### src/hw/rtl/rational_accumulator_gcd_reduce_defines.svh
// assertion macros for the rational accumulator
`ifndef RATIONAL_ACCUMULATOR_GCD_REDUCE_DEFINES_SVH
`define RATIONAL_ACCUMULATOR_GCD_REDUCE_DEFINES_SVH
`ifndef SYNTHESIS
`define RAG_ASSERT_IMPL(lbl, clk, rst_n, ante, cons) \
    lbl: assert property (@(posedge clk) disable iff (!rst_n) (ante) |-> (cons)) \
        else $error("assertion failed");
`define RAG_ASSERT_NEXT(lbl, clk, rst_n, ante, cons) \
    lbl: assert property (@(posedge clk) disable iff (!rst_n) (ante) |=> (cons)) \
        else $error("assertion failed");
`else
`define RAG_ASSERT_IMPL(lbl, clk, rst_n, ante, cons)
`define RAG_ASSERT_NEXT(lbl, clk, rst_n, ante, cons)
`endif
`endif

### src/hw/rtl/rag_pkg.sv
`timescale 1ns / 1ps
// ----------------------------------------------------------------------------
// rag_pkg
// shared widths, command and status codes for the rational accumulator
// ----------------------------------------------------------------------------
package rag_pkg;
    localparam int WORD_BITS = 32;
    localparam int CNT_BITS  = $clog2(WORD_BITS + 1);

    typedef logic [WORD_BITS-1:0] t_word;

    typedef enum logic [3:0] {
        CMD_SET_NUM  = 4'd0,
        CMD_SET_DEN  = 4'd1,
        CMD_ADD_FRAC = 4'd2,
        CMD_SUB_FRAC = 4'd3,
        CMD_MUL_FRAC = 4'd4,
        CMD_DIV_FRAC = 4'd5,
        CMD_ADD_INT  = 4'd6,
        CMD_SUB_INT  = 4'd7,
        CMD_MUL_INT  = 4'd8,
        CMD_DIV_INT  = 4'd9
    } t_cmd;

    localparam logic [1:0] STAT_OK  = 2'd0;
    localparam logic [1:0] STAT_REJ = 2'd1;
    localparam logic [1:0] STAT_OVF = 2'd2;

    function automatic t_word w_mag(input t_word v);
        return v[WORD_BITS-1] ? t_word'(-v) : v;
    endfunction
endpackage

### src/hw/rtl/rag_divider.sv
`timescale 1ns / 1ps
// ----------------------------------------------------------------------------
// rag_divider
// restoring unsigned divider, one quotient bit per cycle
// ----------------------------------------------------------------------------
`include "rational_accumulator_gcd_reduce_defines.svh"
module rag_divider (
    input  logic           i_clk,
    input  logic           i_rst_n,
    input  logic           i_start,
    input  rag_pkg::t_word i_dividend,
    input  rag_pkg::t_word i_divisor,
    output logic           o_busy,
    output logic           o_done,
    output rag_pkg::t_word o_quot,
    output rag_pkg::t_word o_rem
);
    import rag_pkg::*;

    logic [CNT_BITS-1:0] r_cnt;
    logic                r_busy, r_done;
    t_word               r_q, r_r, r_d;
    logic [WORD_BITS:0]  w_sh, w_sub;

    assign w_sh  = {r_r, r_q[WORD_BITS-1]};
    assign w_sub = w_sh - {1'b0, r_d};

    always_ff @(posedge i_clk) begin
        if (!i_rst_n) begin
            r_busy <= 1'b0;
            r_done <= 1'b0;
            r_cnt  <= '0;
        end else begin
            r_done <= 1'b0;
            if (i_start) begin
                r_busy <= 1'b1;
                r_cnt  <= CNT_BITS'(WORD_BITS);
                r_q    <= i_dividend;
                r_r    <= '0;
                r_d    <= i_divisor;
            end else if (r_busy) begin
                if (!w_sub[WORD_BITS]) begin
                    r_r <= w_sub[WORD_BITS-1:0];
                    r_q <= {r_q[WORD_BITS-2:0], 1'b1};
                end else begin
                    r_r <= w_sh[WORD_BITS-1:0];
                    r_q <= {r_q[WORD_BITS-2:0], 1'b0};
                end
                r_cnt <= r_cnt - 1'b1;
                if (r_cnt == CNT_BITS'(1)) begin
                    r_busy <= 1'b0;
                    r_done <= 1'b1;
                end
            end
        end
    end

    assign o_busy = r_busy;
    assign o_done = r_done;
    assign o_quot = r_q;
    assign o_rem  = r_r;

    `RAG_ASSERT_NEXT(a_div_done, i_clk, i_rst_n, r_busy && r_cnt == CNT_BITS'(1), r_done)
    `RAG_ASSERT_IMPL(a_div_idle, i_clk, i_rst_n, r_done, !r_busy)
    `RAG_ASSERT_IMPL(a_div_cnt, i_clk, i_rst_n, r_busy, r_cnt != '0)
endmodule

### src/hw/rtl/rational_accumulator_gcd_reduce.sv
`timescale 1ns / 1ps
// ----------------------------------------------------------------------------
// rational_accumulator_gcd_reduce
// signed fraction accumulator with gcd reduction after fraction add and subtract
// ----------------------------------------------------------------------------
// One transaction at a time. Set commands and rejected transactions go
// straight to the output state. Integer multiply and divide pass through
// S_M1 and S_M2, fraction multiply and divide through S_M1 to S_M3, and
// integer add and subtract through S_M1, S_M2 and S_SUM. Fraction add and
// subtract also run Euclid's algorithm plus two final divisions on one
// shared radix-2 divider. The result waits in an output register until
// taken; the input is ready again the cycle after.
`include "rational_accumulator_gcd_reduce_defines.svh"
module rational_accumulator_gcd_reduce (
    input  logic                                  i_clk,
    input  logic                                  i_rst_n,
    input  logic                                  i_valid,
    output logic                                  o_ready,
    input  logic [3:0]                            i_command,
    input  logic signed [rag_pkg::WORD_BITS-1:0]  i_operand_num,
    input  logic signed [rag_pkg::WORD_BITS-1:0]  i_operand_den,
    output logic                                  o_valid,
    input  logic                                  i_ready,
    output logic signed [rag_pkg::WORD_BITS-1:0]  o_numerator,
    output logic signed [rag_pkg::WORD_BITS-1:0]  o_denominator,
    output logic [1:0]                            o_status
);
    import rag_pkg::*;

    typedef enum logic [3:0] {
        S_IDLE, S_M1, S_M2, S_M3, S_SUM, S_NORM, S_GCD, S_GWAIT,
        S_QN, S_QNW, S_QD, S_QDW, S_OUT
    } t_state;

    localparam t_word SIGN = {1'b1, {(WORD_BITS-1){1'b0}}};

    t_state r_state;
    t_cmd   r_cmd;
    t_word  r_num, r_den, r_on, r_od;
    t_word  r_ma, r_mb, r_p1, r_p2;
    t_word  r_ga, r_gb, r_mn, r_md;
    logic   r_sn, r_sd, r_ovf, r_rej;
    logic   r_ovalid;
    logic [1:0] r_status;

    // shared multiplier
    logic [2*WORD_BITS-1:0] w_prod;
    t_word w_xm, w_ym, w_mul;
    logic  w_movf, w_neg;
    assign w_xm   = w_mag(r_ma);
    assign w_ym   = w_mag(r_mb);
    assign w_prod = {{WORD_BITS{1'b0}}, w_xm} * {{WORD_BITS{1'b0}}, w_ym};
    assign w_neg  = r_ma[WORD_BITS-1] ^ r_mb[WORD_BITS-1];
    assign w_mul  = w_neg ? t_word'(-w_prod[WORD_BITS-1:0]) : w_prod[WORD_BITS-1:0];
    assign w_movf = (w_prod[2*WORD_BITS-1:WORD_BITS] != '0) ||
                    (w_prod[WORD_BITS-1:0] > (w_neg ? SIGN : SIGN - 1'b1));

    t_word w_sum;
    logic  w_aovf;
    assign w_sum  = r_p1 + r_p2;
    assign w_aovf = ((r_p1 ^ w_sum) & (r_p2 ^ w_sum) & SIGN) != '0;

    logic w_rej;
    always_comb begin
        unique case (i_command)
            CMD_SET_DEN, CMD_ADD_FRAC, CMD_SUB_FRAC, CMD_MUL_FRAC:
                w_rej = (i_operand_den == '0);
            CMD_DIV_FRAC: w_rej = (i_operand_den == '0) || (i_operand_num == '0);
            CMD_DIV_INT:  w_rej = (i_operand_num == '0);
            default:      w_rej = 1'b0;
        endcase
    end

    logic  w_div_start, w_div_busy, w_div_done;
    t_word w_dvd, w_dvs, w_q, w_r;
    rag_divider u_div (
        .i_clk(i_clk), .i_rst_n(i_rst_n), .i_start(w_div_start),
        .i_dividend(w_dvd), .i_divisor(w_dvs),
        .o_busy(w_div_busy), .o_done(w_div_done), .o_quot(w_q), .o_rem(w_r)
    );
    assign w_div_start = (r_state == S_GCD && r_gb != '0) || r_state == S_QN ||
                         r_state == S_QD;
    always_comb begin
        unique case (r_state)
            S_QN:    begin w_dvd = r_mn; w_dvs = r_ga; end
            S_QD:    begin w_dvd = r_md; w_dvs = r_ga; end
            default: begin w_dvd = r_ga; w_dvs = r_gb; end
        endcase
    end

    always_ff @(posedge i_clk) begin
        if (!i_rst_n) begin
            r_state  <= S_IDLE;
            r_num    <= t_word'(1);
            r_den    <= t_word'(1);
            r_ovalid <= 1'b0;
        end else begin
            if (r_ovalid && i_ready) r_ovalid <= 1'b0;
            unique case (r_state)
                S_IDLE: if (i_valid && !r_ovalid) begin
                    r_cmd <= t_cmd'(i_command);
                    r_on  <= i_operand_num;
                    r_od  <= i_operand_den;
                    r_ovf <= 1'b0;
                    r_rej <= w_rej;
                    if (w_rej) begin
                        r_state <= S_OUT;
                    end else begin
                        case (i_command)
                            CMD_SET_NUM: begin
                                r_num   <= i_operand_num;
                                r_state <= S_OUT;
                            end
                            CMD_SET_DEN: begin
                                r_den   <= i_operand_den;
                                r_state <= S_OUT;
                            end
                            CMD_ADD_FRAC, CMD_SUB_FRAC, CMD_MUL_FRAC, CMD_DIV_FRAC,
                            CMD_ADD_INT, CMD_SUB_INT, CMD_MUL_INT, CMD_DIV_INT:
                                r_state <= S_M1;
                            default: r_state <= S_OUT;
                        endcase
                    end
                end
                S_M1: begin
                    // load first product operands, negate operand where needed
                    if ((r_cmd == CMD_SUB_FRAC || r_cmd == CMD_SUB_INT)) begin
                        if (r_on == SIGN) r_ovf <= 1'b1;
                        r_on <= t_word'(-r_on);
                    end
                    unique case (r_cmd)
                        CMD_ADD_FRAC, CMD_SUB_FRAC, CMD_DIV_FRAC: begin
                            r_ma <= r_num; r_mb <= r_od;
                        end
                        CMD_MUL_FRAC, CMD_MUL_INT: begin r_ma <= r_num; r_mb <= r_on; end
                        default: begin
                            r_ma <= r_den;
                            r_mb <= (r_cmd == CMD_SUB_INT) ? t_word'(-r_on) : r_on;
                        end
                    endcase
                    r_state <= S_M2;
                end
                S_M2: begin
                    if (w_movf) r_ovf <= 1'b1;
                    unique case (r_cmd)
                        CMD_ADD_FRAC, CMD_SUB_FRAC: begin
                            r_p1 <= w_mul; r_ma <= r_on; r_mb <= r_den; r_state <= S_M3;
                        end
                        CMD_MUL_FRAC: begin
                            r_p1 <= w_mul; r_ma <= r_den; r_mb <= r_od; r_state <= S_M3;
                        end
                        CMD_DIV_FRAC: begin
                            r_p1 <= w_mul; r_ma <= r_den; r_mb <= r_on; r_state <= S_M3;
                        end
                        CMD_MUL_INT: begin r_num <= w_mul; r_state <= S_OUT; end
                        CMD_DIV_INT: begin r_den <= w_mul; r_state <= S_OUT; end
                        default: begin r_p2 <= w_mul; r_p1 <= r_num; r_state <= S_SUM; end
                    endcase
                end
                S_M3: begin
                    if (w_movf) r_ovf <= 1'b1;
                    unique case (r_cmd)
                        CMD_ADD_FRAC, CMD_SUB_FRAC: begin
                            r_p2 <= w_mul; r_ma <= r_den; r_mb <= r_od; r_state <= S_SUM;
                        end
                        default: begin r_num <= r_p1; r_den <= w_mul; r_state <= S_OUT; end
                    endcase
                end
                S_SUM: begin
                    r_num <= w_sum;
                    if (r_cmd == CMD_ADD_FRAC || r_cmd == CMD_SUB_FRAC) begin
                        if (w_aovf || w_movf) r_ovf <= 1'b1;
                        r_den <= w_mul;
                        r_state <= S_NORM;
                    end else begin
                        if (w_aovf) r_ovf <= 1'b1;
                        r_state <= S_OUT;
                    end
                end
                S_NORM: begin
                    if (r_num == '0) begin
                        if (r_den == SIGN) r_ovf <= 1'b1;
                        r_den <= t_word'(1);
                        r_state <= S_OUT;
                    end else begin
                        if (r_den[WORD_BITS-1] && (r_den == SIGN || r_num == SIGN))
                            r_ovf <= 1'b1;
                        // signs after moving the denominator sign to the numerator
                        r_sn <= r_den[WORD_BITS-1] ? (r_num == SIGN || !r_num[WORD_BITS-1])
                                                   : r_num[WORD_BITS-1];
                        r_sd <= (r_den == SIGN);
                        r_mn <= w_mag(r_num);
                        r_md <= w_mag(r_den);
                        r_ga <= w_mag(r_num);
                        r_gb <= w_mag(r_den);
                        r_state <= S_GCD;
                    end
                end
                S_GCD: r_state <= (r_gb == '0) ? S_QN : S_GWAIT;
                S_GWAIT: if (w_div_done) begin
                    r_ga <= r_gb;
                    r_gb <= w_r;
                    r_state <= S_GCD;
                end
                S_QN: r_state <= S_QNW;
                S_QNW: if (w_div_done) begin
                    r_num <= r_sn ? t_word'(-w_q) : w_q;
                    r_state <= S_QD;
                end
                S_QD: r_state <= S_QDW;
                S_QDW: if (w_div_done) begin
                    r_den <= r_sd ? t_word'(-w_q) : w_q;
                    r_state <= S_OUT;
                end
                S_OUT: begin
                    r_ovalid <= 1'b1;
                    r_status <= r_rej ? STAT_REJ : (r_ovf ? STAT_OVF : STAT_OK);
                    r_state  <= S_IDLE;
                end
                default: r_state <= S_IDLE;
            endcase
        end
    end

    assign o_ready       = (r_state == S_IDLE) && !r_ovalid;
    assign o_valid       = r_ovalid;
    assign o_numerator   = r_num;
    assign o_denominator = r_den;
    assign o_status      = r_status;

    `RAG_ASSERT_IMPL(a_ready_idle, i_clk, i_rst_n, o_ready, r_state == S_IDLE)
    `RAG_ASSERT_NEXT(a_out_valid, i_clk, i_rst_n, r_state == S_OUT, o_valid)
    `RAG_ASSERT_IMPL(a_div_use, i_clk, i_rst_n, w_div_busy,
        r_state == S_GWAIT || r_state == S_QNW || r_state == S_QDW)
endmodule

### config.mk
export PLATFORM = sky130hd
export DESIGN_NAME = rational_accumulator_gcd_reduce
export DESIGN_NICKNAME = d
export VERILOG_FILES = /design/src/hw/rtl/rag_pkg.sv /design/src/hw/rtl/rag_divider.sv /design/src/hw/rtl/rational_accumulator_gcd_reduce.sv
export VERILOG_INCLUDE_DIRS = /design/src /design/src/hw/rtl
export SDC_FILE = /design/constraint.sdc
export NUM_CORES = 2
export LEC_CHECK = 0
export BUFFER_PORTS_ARGS = -buffer_cell sky130_fd_sc_hd__buf_2
export CAP_MARGIN = 10
export CELL_PAD_IN_SITES_DETAIL_PLACEMENT = 0
export CELL_PAD_IN_SITES_GLOBAL_PLACEMENT = 1
export CORE_ASPECT_RATIO = 1.75
export CORE_MARGIN = 2
export CORE_UTILIZATION = 55
export DETAILED_ROUTE_END_ITERATION = 8
export PLACE_DENSITY = 0.95
export SYNTH_ARGS = -nofsm -noshare
export SYNTH_HDL_FRONTEND = slang
export SYNTH_SLANG_ARGS = --single-unit
### constraint.sdc
create_clock -name i_clk -period 26.8 [get_ports i_clk]
set_input_delay 5.36 -clock i_clk [delete_from_list [all_inputs] [get_ports i_clk]]
set_output_delay 5.36 -clock i_clk [all_outputs]
set_load 0.01 [all_outputs]
== Word-level counts from Yosys, hierarchy flattened ==
Index checks and enable logic that the tools add are counted.

* Bits in latches: 0
* Word-level logic and storage cells: 252
* Input port bits: 72
* Memories: 0
* Bits in registers: 503
* Bits in writable memories: 0
* Memory bits (read-only): 0

* Mux-type cells: 87
* $add $sub $neg: 10
* Multiply operators: 1
* Reductions and logical operators: 62
* Bitwise logic cells: 8
* Shift-type cells: 0
* Order comparisons: 1
* Eq/ne operators: 56
* Div/mod/pow operators: 0

{| class="wikitable"
|+ Operators with widths
! cell !! count
|-
| 2-to-1 mux 32 bit || 39
|-
| one-hot mux 32 bit (2 select lines) || 8
|-
| one-hot mux 32 bit (3 select lines) || 3
|-
| negation 32 bit || 7
|-
| one-hot mux 32 bit (6 select lines) || 1
|-
| one-hot mux 32 bit (5 select lines) || 1
|-
| logical NOT 32 bit || 4
|-
| == test 32 bit, second input constant || 3
|-
| multiplier 32 x 32 -> 64 bit || 1
|-
| nonzero test 32 bit || 2
|-
| bitwise XOR 32 bit || 2
|-
| one-hot mux 4 bit (12 select lines) || 1
|-
| == test 4 x 3 -> 1 bit, second input constant || 11
|-
| 2-to-1 mux 4 bit || 10
|-
| == test 4 bit, second input constant || 9
|-
| subtractor 33 x 32 -> 33 bit || 1
|-
| adder 32 bit || 1
|-
| AND 32 bit || 1
|-
| > comparator 32 bit || 1
|-
| == test 4 x 2 -> 1 bit, second input constant || 6
|-
| != test 2 bit, second input constant || 12
|-
| AND reduction 4 bit || 6
|-
| 2-to-1 mux 1 bit || 18
|-
| != test 3 bit, second input constant || 5
|-
| other kinds (31) || 72
|}

== Longest topological paths before layout ==
* Depth in word-level cells: 9
* Gate-level depth with buffers: 49
* Gate-level depth less buffers: 46

== Modules after synthesis ==
A second synthesis with hierarchy kept.

* Cells, all modules: 6919
* Area total of the unflattened synthesis: 64174.0 um^2

{| class="wikitable"
|+ By module, submodules not included
! module !! area each (um^2) !! cells each !! seq. area each (um^2) !! instances
|-
| rational_accumulator_gcd_reduce || 58144.5 || 6350 || 11290.8 || 1
|-
| rag_divider || 6029.5 || 569 || 3042.9 || 1
|}

== Least setup slack after synthesis ==
OpenSTA, ideal clock, no wires.

* Path kind: flip-flop to flip-flop
* From: register r_mb[0]
* To: register r_ovf (enable)
* Clock period less this slack: 11.248 ns
* Stages on the path, launching flop included: 47
* Path slack: 15.552 ns
* Required time: 26.488 ns
* Setup time: 0.312 ns
* Arrival time: 10.936 ns
* Cells stage by stage: edfxtp_1 > clkbuf_1 > inv_1 > ha_1 > nand2_1 > or3_1 > nor2_1 > nand2_1 > or3_1 > nand2b_1 > o21ai_0 > xor2_1 > clkbuf_1 > nor2_1 > fa_1 > inv_1 > fa_1 > inv_1 > [... 11 more ...] > nand3_1 > or3_1 > o22a_1 > nor2b_1 > xnor2_1 > ha_1 > and3_1 > nand3_1 > nor4_1 > a22o_1 > o21ai_0 > mux2_2 > o311ai_0 > o31ai_1 > and4_1 > o211ai_1 > nor4_1 > a41oi_1

* Word-level cells in the longest chain between the ends: 8
* Elaborated cells between the ends (all ways): 10
* Those cells by class: 1 x add/sub; 1 x mul; 1 x order compare; 2 x eq/ne; 1 x mux; 4 x reduce/logical

{| class="wikitable"
|+ RTL lines
! what !! RTL line !! source
|-
| from (decl) || rational_accumulator_gcd_reduce.sv:40 || <nowiki>t_word r_ma, r_mb, r_p1, r_p2;</nowiki>
|-
| from (signal assigned) || rational_accumulator_gcd_reduce.sv:133 || <nowiki>r_ma <= r_num; r_mb <= r_od;</nowiki>
|-
| from (signal assigned) || rational_accumulator_gcd_reduce.sv:135 || <nowiki>CMD_MUL_FRAC, CMD_MUL_INT: begin r_ma <= r_num; r_mb <= r_on; end</nowiki>
|-
| from (signal assigned) || rational_accumulator_gcd_reduce.sv:138 || <nowiki>r_mb <= (r_cmd == CMD_SUB_INT) ? t_word'(-r_on) : r_on;</nowiki>
|-
| negation 32 bit || rag_pkg.sv:30 || <nowiki>return v[WORD_BITS-1] ? t_word'(-v) : v;</nowiki>
|-
| 2-to-1 mux 32 bit * || rag_pkg.sv:30 ||
|-
| multiplier 32 x 32 -> 64 bit * || rational_accumulator_gcd_reduce.sv:52 || <nowiki>assign w_prod = {{WORD_BITS{1'b0}}, w_xm} * {{WORD_BITS{1'b0}}, w_ym};</nowiki>
|-
| > comparator 32 bit / nonzero test 32 bit (equally long branches) || rational_accumulator_gcd_reduce.sv:56, rational_accumulator_gcd_reduce.sv:55 ||
|-
| logical OR 1 bit * || rational_accumulator_gcd_reduce.sv:55 || <nowiki>assign w_movf = (w_prod[2*WORD_BITS-1:WORD_BITS] != '0) ||</nowiki>
|-
| logical OR 1 bit || rational_accumulator_gcd_reduce.sv:172 || <nowiki>if (w_aovf || w_movf) r_ovf <= 1'b1;</nowiki>
|-
| != test 3 bit (no line) || n/a ||
|-
| AND reduction 10 bit (no line) * || n/a ||
|-
| to (signal assigned) || rational_accumulator_gcd_reduce.sv:172 ||
|-
| to (signal assigned) || rational_accumulator_gcd_reduce.sv:176 || <nowiki>if (w_aovf) r_ovf <= 1'b1;</nowiki>
|-
| to (signal assigned) || rational_accumulator_gcd_reduce.sv:182 || <nowiki>if (r_den == SIGN) r_ovf <= 1'b1;</nowiki>
|-
| to (decl) || rational_accumulator_gcd_reduce.sv:42 || <nowiki>logic r_sn, r_sd, r_ovf, r_rej;</nowiki>
|}

Every way passes the cells marked *; elsewhere a longest branch is shown, timed or not.
A chain may end at the register's enable or synchronous reset.

== Final worst setup path ==
* From: register r_ma[4]
* To: register r_ovf (enable)

* Word-level cells in the longest chain between the ends: 8
* Elaborated cells between the ends (all ways): 10
* Those cells by class: 1 x add/sub; 1 x mul; 1 x order compare; 2 x eq/ne; 1 x mux; 4 x reduce/logical

{| class="wikitable"
|+ RTL lines
! what !! RTL line !! source
|-
| from (decl) || rational_accumulator_gcd_reduce.sv:40 ||
|-
| from (signal assigned) || rational_accumulator_gcd_reduce.sv:133 ||
|-
| from (signal assigned) || rational_accumulator_gcd_reduce.sv:135 ||
|-
| from (signal assigned) || rational_accumulator_gcd_reduce.sv:137 || <nowiki>r_ma <= r_den;</nowiki>
|-
| negation 32 bit || rag_pkg.sv:30 ||
|-
| 2-to-1 mux 32 bit * || rag_pkg.sv:30 ||
|-
| multiplier 32 x 32 -> 64 bit * || rational_accumulator_gcd_reduce.sv:52 ||
|-
| > comparator 32 bit / nonzero test 32 bit (equally long branches) || rational_accumulator_gcd_reduce.sv:56, rational_accumulator_gcd_reduce.sv:55 ||
|-
| logical OR 1 bit * || rational_accumulator_gcd_reduce.sv:55 ||
|-
| logical OR 1 bit || rational_accumulator_gcd_reduce.sv:172 ||
|-
| != test 3 bit (no line) || n/a ||
|-
| AND reduction 10 bit (no line) * || n/a ||
|}

Marked as above.

==> out/metrics.csv <==
stage,metric,value,unit
status,status,completed,
clocking,clk_pin_slew,0.08,ns
floorplanning,die_w,260,microns
detailed_routing,dr.pass1.iters,9,
worst_setup_path,arrival,13.22,ns
floorplanning,row_count,164,
yosys,synth_nets,8236,
detailed_routing,drcViolationCount,0,
layout,drive_above_1_share,8.14,%
global_routing,grt.total_usage,40.8,%
job,drv_cap,0,
worst_setup_path,worst_setup_path_start_kind,flip-flop,
yosys,ys_top_cells_by_area,"fa_1 28%, edfxtp_1 20%, ha_1 7.3%",
worst_setup_path,critPathMaxFanout,10,
timing,rsz0062_at_grt,false,
detailed_routing,drtIter0Drc,6101,
timing,worstMarginPinSlew,1.34,ns
floorplanning,pin_count,140,
timing,period_share,48.2,%
clocking,clockBufferDepth,3,
clocking,clock-sinks,503,
yosys,synth_warnings,0,
clocking,cts-htree-levels,2,
timing,setup_viol,0,
yosys,synth-seq-cells,503,
timing,fin_crit,12.92,ns
detailed_routing,vias,54000,
hold_path,hold_class,flip-flop to flip-flop,
clocking,cts_resized,0,
worst_setup_path,crit_buf_inv,7,
worst_setup_path,cp_top_family,adder cells,
clocking,cts_setup_buffers,0,
worst_setup_path,reg2reg_from,r_ma[4]$_DFFE_PP_,
global_routing,grt_overflow,0,
global_routing,grt_max_degree,68,
layout,fill_cells,10000,
yosys,avgSynthCellArea,9.15,sq um
clocking,cts_hold_buffers,0,
worst_setup_path,worstSetupStartpoint,r_ma[4]$_DFFE_PP_,
global_routing,grt_pass1_wl,354000,microns
global_routing,grt_pass1_vias,57700,
layout,utilization,59.2,%
yosys,syn_inst,6900,
hold_path,hold_path_end,o_status[0]$_SDFFCE_PP1P_,
detailed_routing,wire_per_inst,28.1,microns
timing,max-slew-margin-rel,10.3,%
worst_setup_path,max_stage_delay,0.89,ns
detailed_routing,routed_wl,236000,microns
placement,io_buffer_count,139,
floorplanning,floorplan.initialDensity,55.3,%
worst_setup_path,cp_data_required_time,27.10,ns
yosys,synth_edf_count,426,
hold_path,worstHoldStart,r_rej$_DFFE_PP_,
clocking,cts_tree,done,
clocking,cts_buffers,40,
yosys,synth_cell_types,91,
layout,nets,8197,
yosys,syn-cell-area,0.0631,sq mm
worst_setup_path,r2r-end,r_ovf$_DFFE_PP_,
yosys,synthArstFlopShare,0,%
detailed_routing,via_per_inst,6.43,
yosys,synth_seq_area_share,22.7,%
detailed_routing,ant_nets,0,
hold_path,hold_depth,0,
worst_setup_path,endpoint_kind,flip-flop,
global_routing,antenna_found_initial,18,
worst_setup_path,crit_path_top_delay_cell,o41ai_1,
layout,synthToLayoutAreaGrowth,6.98,%
global_routing,top_usage_layer,met2,
clocking,insertion_delay,0.60,ns
worst_setup_path,worst_path_most_repeated_cell,fa_1,
global_routing,met3_usage,7.82,%
timing,skew,0.0298,ns
timing,fmax,77.4,MHz
timing,hold_viol,0,
yosys,synth_area_leader_cell,fa_1,
floorplanning,die_area,0.118,sq mm
yosys,yosysTopAreaCellShare,28.5,%
floorplanning,core,0.114,sq mm
timing,slew_viol_final,0,
worst_setup_path,critPathKind,flip-flop to flip-flop,
global_routing,use_met1,39.8,%
worst_setup_path,r2r_cells,40,
placement,hpwlAfterDp,190000,microns
yosys,synthFlopType,edfxtp_1,
clocking,root_buffer,clkbuf_16,
worst_setup_path,rrSetupSlack,13.88,ns
placement,gp_congestion,1.07,
floorplanning,die_y,452,microns
global_routing,gr-usage-met2,69.8,%
timing,timing.setup.tns,0,ns
worst max path at each step:
stage	end	slack (ns)	cells after the start
global placement	r_ovf$_DFFE_PP_	14.20	41
CTS	r_ovf$_DFFE_PP_	14.06	40
detailed placement	r_ovf$_DFFE_PP_	14.11	45
finish	r_ovf$_DFFE_PP_	13.88	40
floorplan	r_ovf$_DFFE_PP_	15.55	46
global route	r_ovf$_DFFE_PP_	12.97	40
cell type report:
class | count | area [sq um] | area share, %
Tap cell | 1494 | 1870 | 2.77
Timing Repair Buffer | 309 | 1970 | 2.92
Inverter | 811 | 3040 | 4.51
Antenna cell | 10 | 25.0 | 0.0370
Sequential cell | 503 | 14300 | 21.2
Clock inverter | 28 | 283 | 0.419
Clock buffer | 46 | 1050 | 1.56
Multi-Input combinational cell | 5196 | 45000 | 66.6
cell families after synthesis:
logic type,after synthesis,share of synthesized area (%)
multiplexers,101,1.74
AO/OA/AOI/OAI,1117,11.4
adder cells (fa/ha/maj),1264,35.7
buffers and inverters,1201,7.16
XOR/XNOR,393,5.46
AND/OR/NAND/NOR,2321,15.8
flip-flops,503,22.7
metal layers:
layer | share of wire, % | vias to the layer above
li1 | - | 22800
met1 | 29 | 26500
met2 | 49 | 3395
met3 | 8.6 | 1361
met4 | 13 | 16
met5 | 0.040 | -
stage by stage:
stage	setup slack, ns	hold slack (ns)	area (sq um)	std cells
global placement	14.20	0.437	66200	8312
floorplan	15.55	0.427	63100	6900
finish	13.88	0.464	67600	8397
global route	12.97	0.472	67500	8393
CTS	14.06	0.461	67500	8386
detailed placement	14.11	0.450	66200	8312
synthesized netlist by cell type (all sizes together) (47+ instances only):
| library cell | number |
|---|---|
| nor2 | 951 |
| fa | 898 |
| nand2 | 866 |
| inv | 808 |
| edfxtp | 426 |
| clkbuf | 372 |
| ha | 366 |
| o21ai | 303 |
| a21oi | 277 |
| xnor2 | 235 |
| xor2 | 158 |
| dfxtp | 77 |
| nor3 | 77 |
| mux2 | 72 |
| or3 | 63 |
| nor4 | 61 |
| nand3 | 59 |
| a222oi | 58 |
| nand2b | 54 |
| a22oi | 51 |
| a21o | 47 |
cells in the final DEF, fill, tap and decap left out, types with 19 or more instances in the layout:
master     Yosys  final
or4_1         20     20
o21ai_0      298    298
nor2b_1       22     21
dfxtp_1       77     77
edfxtp_1     426    426
clkbuf_16      0     41
xnor2_1      235    217
or2_2         19     19
inv_1        807    807
mux2_2        72     72
buf_2          0    139
xor2_2         1     22
nand2b_1      54     54
o31ai_1       46     46
a22oi_1       51     51
a21o_1        47     47
o41ai_1       20     20
and3_1        20     20
ha_1         366    366
o22ai_1       39     39
a222oi_1      58     58
xor2_1       157    127
fa_1         898    898
a31oi_1       31     31
nor4_1        60     54
nor2_1       951    944
or3_1         62     62
a211oi_1      46     46
mux2i_1       29     29
and2_1        20     20
o21a_1        26     26
a221oi_1      25     25
nand3_1       59     58
nor3_1        76     70
buf_4          1    169
nand4_1       33     33
o211ai_1      36     36
nand2_1      866    864
a21oi_1      276    276
Power is not shown: default switching activity piles up to over one toggle a cycle in this logic, so the estimate is an artifact.
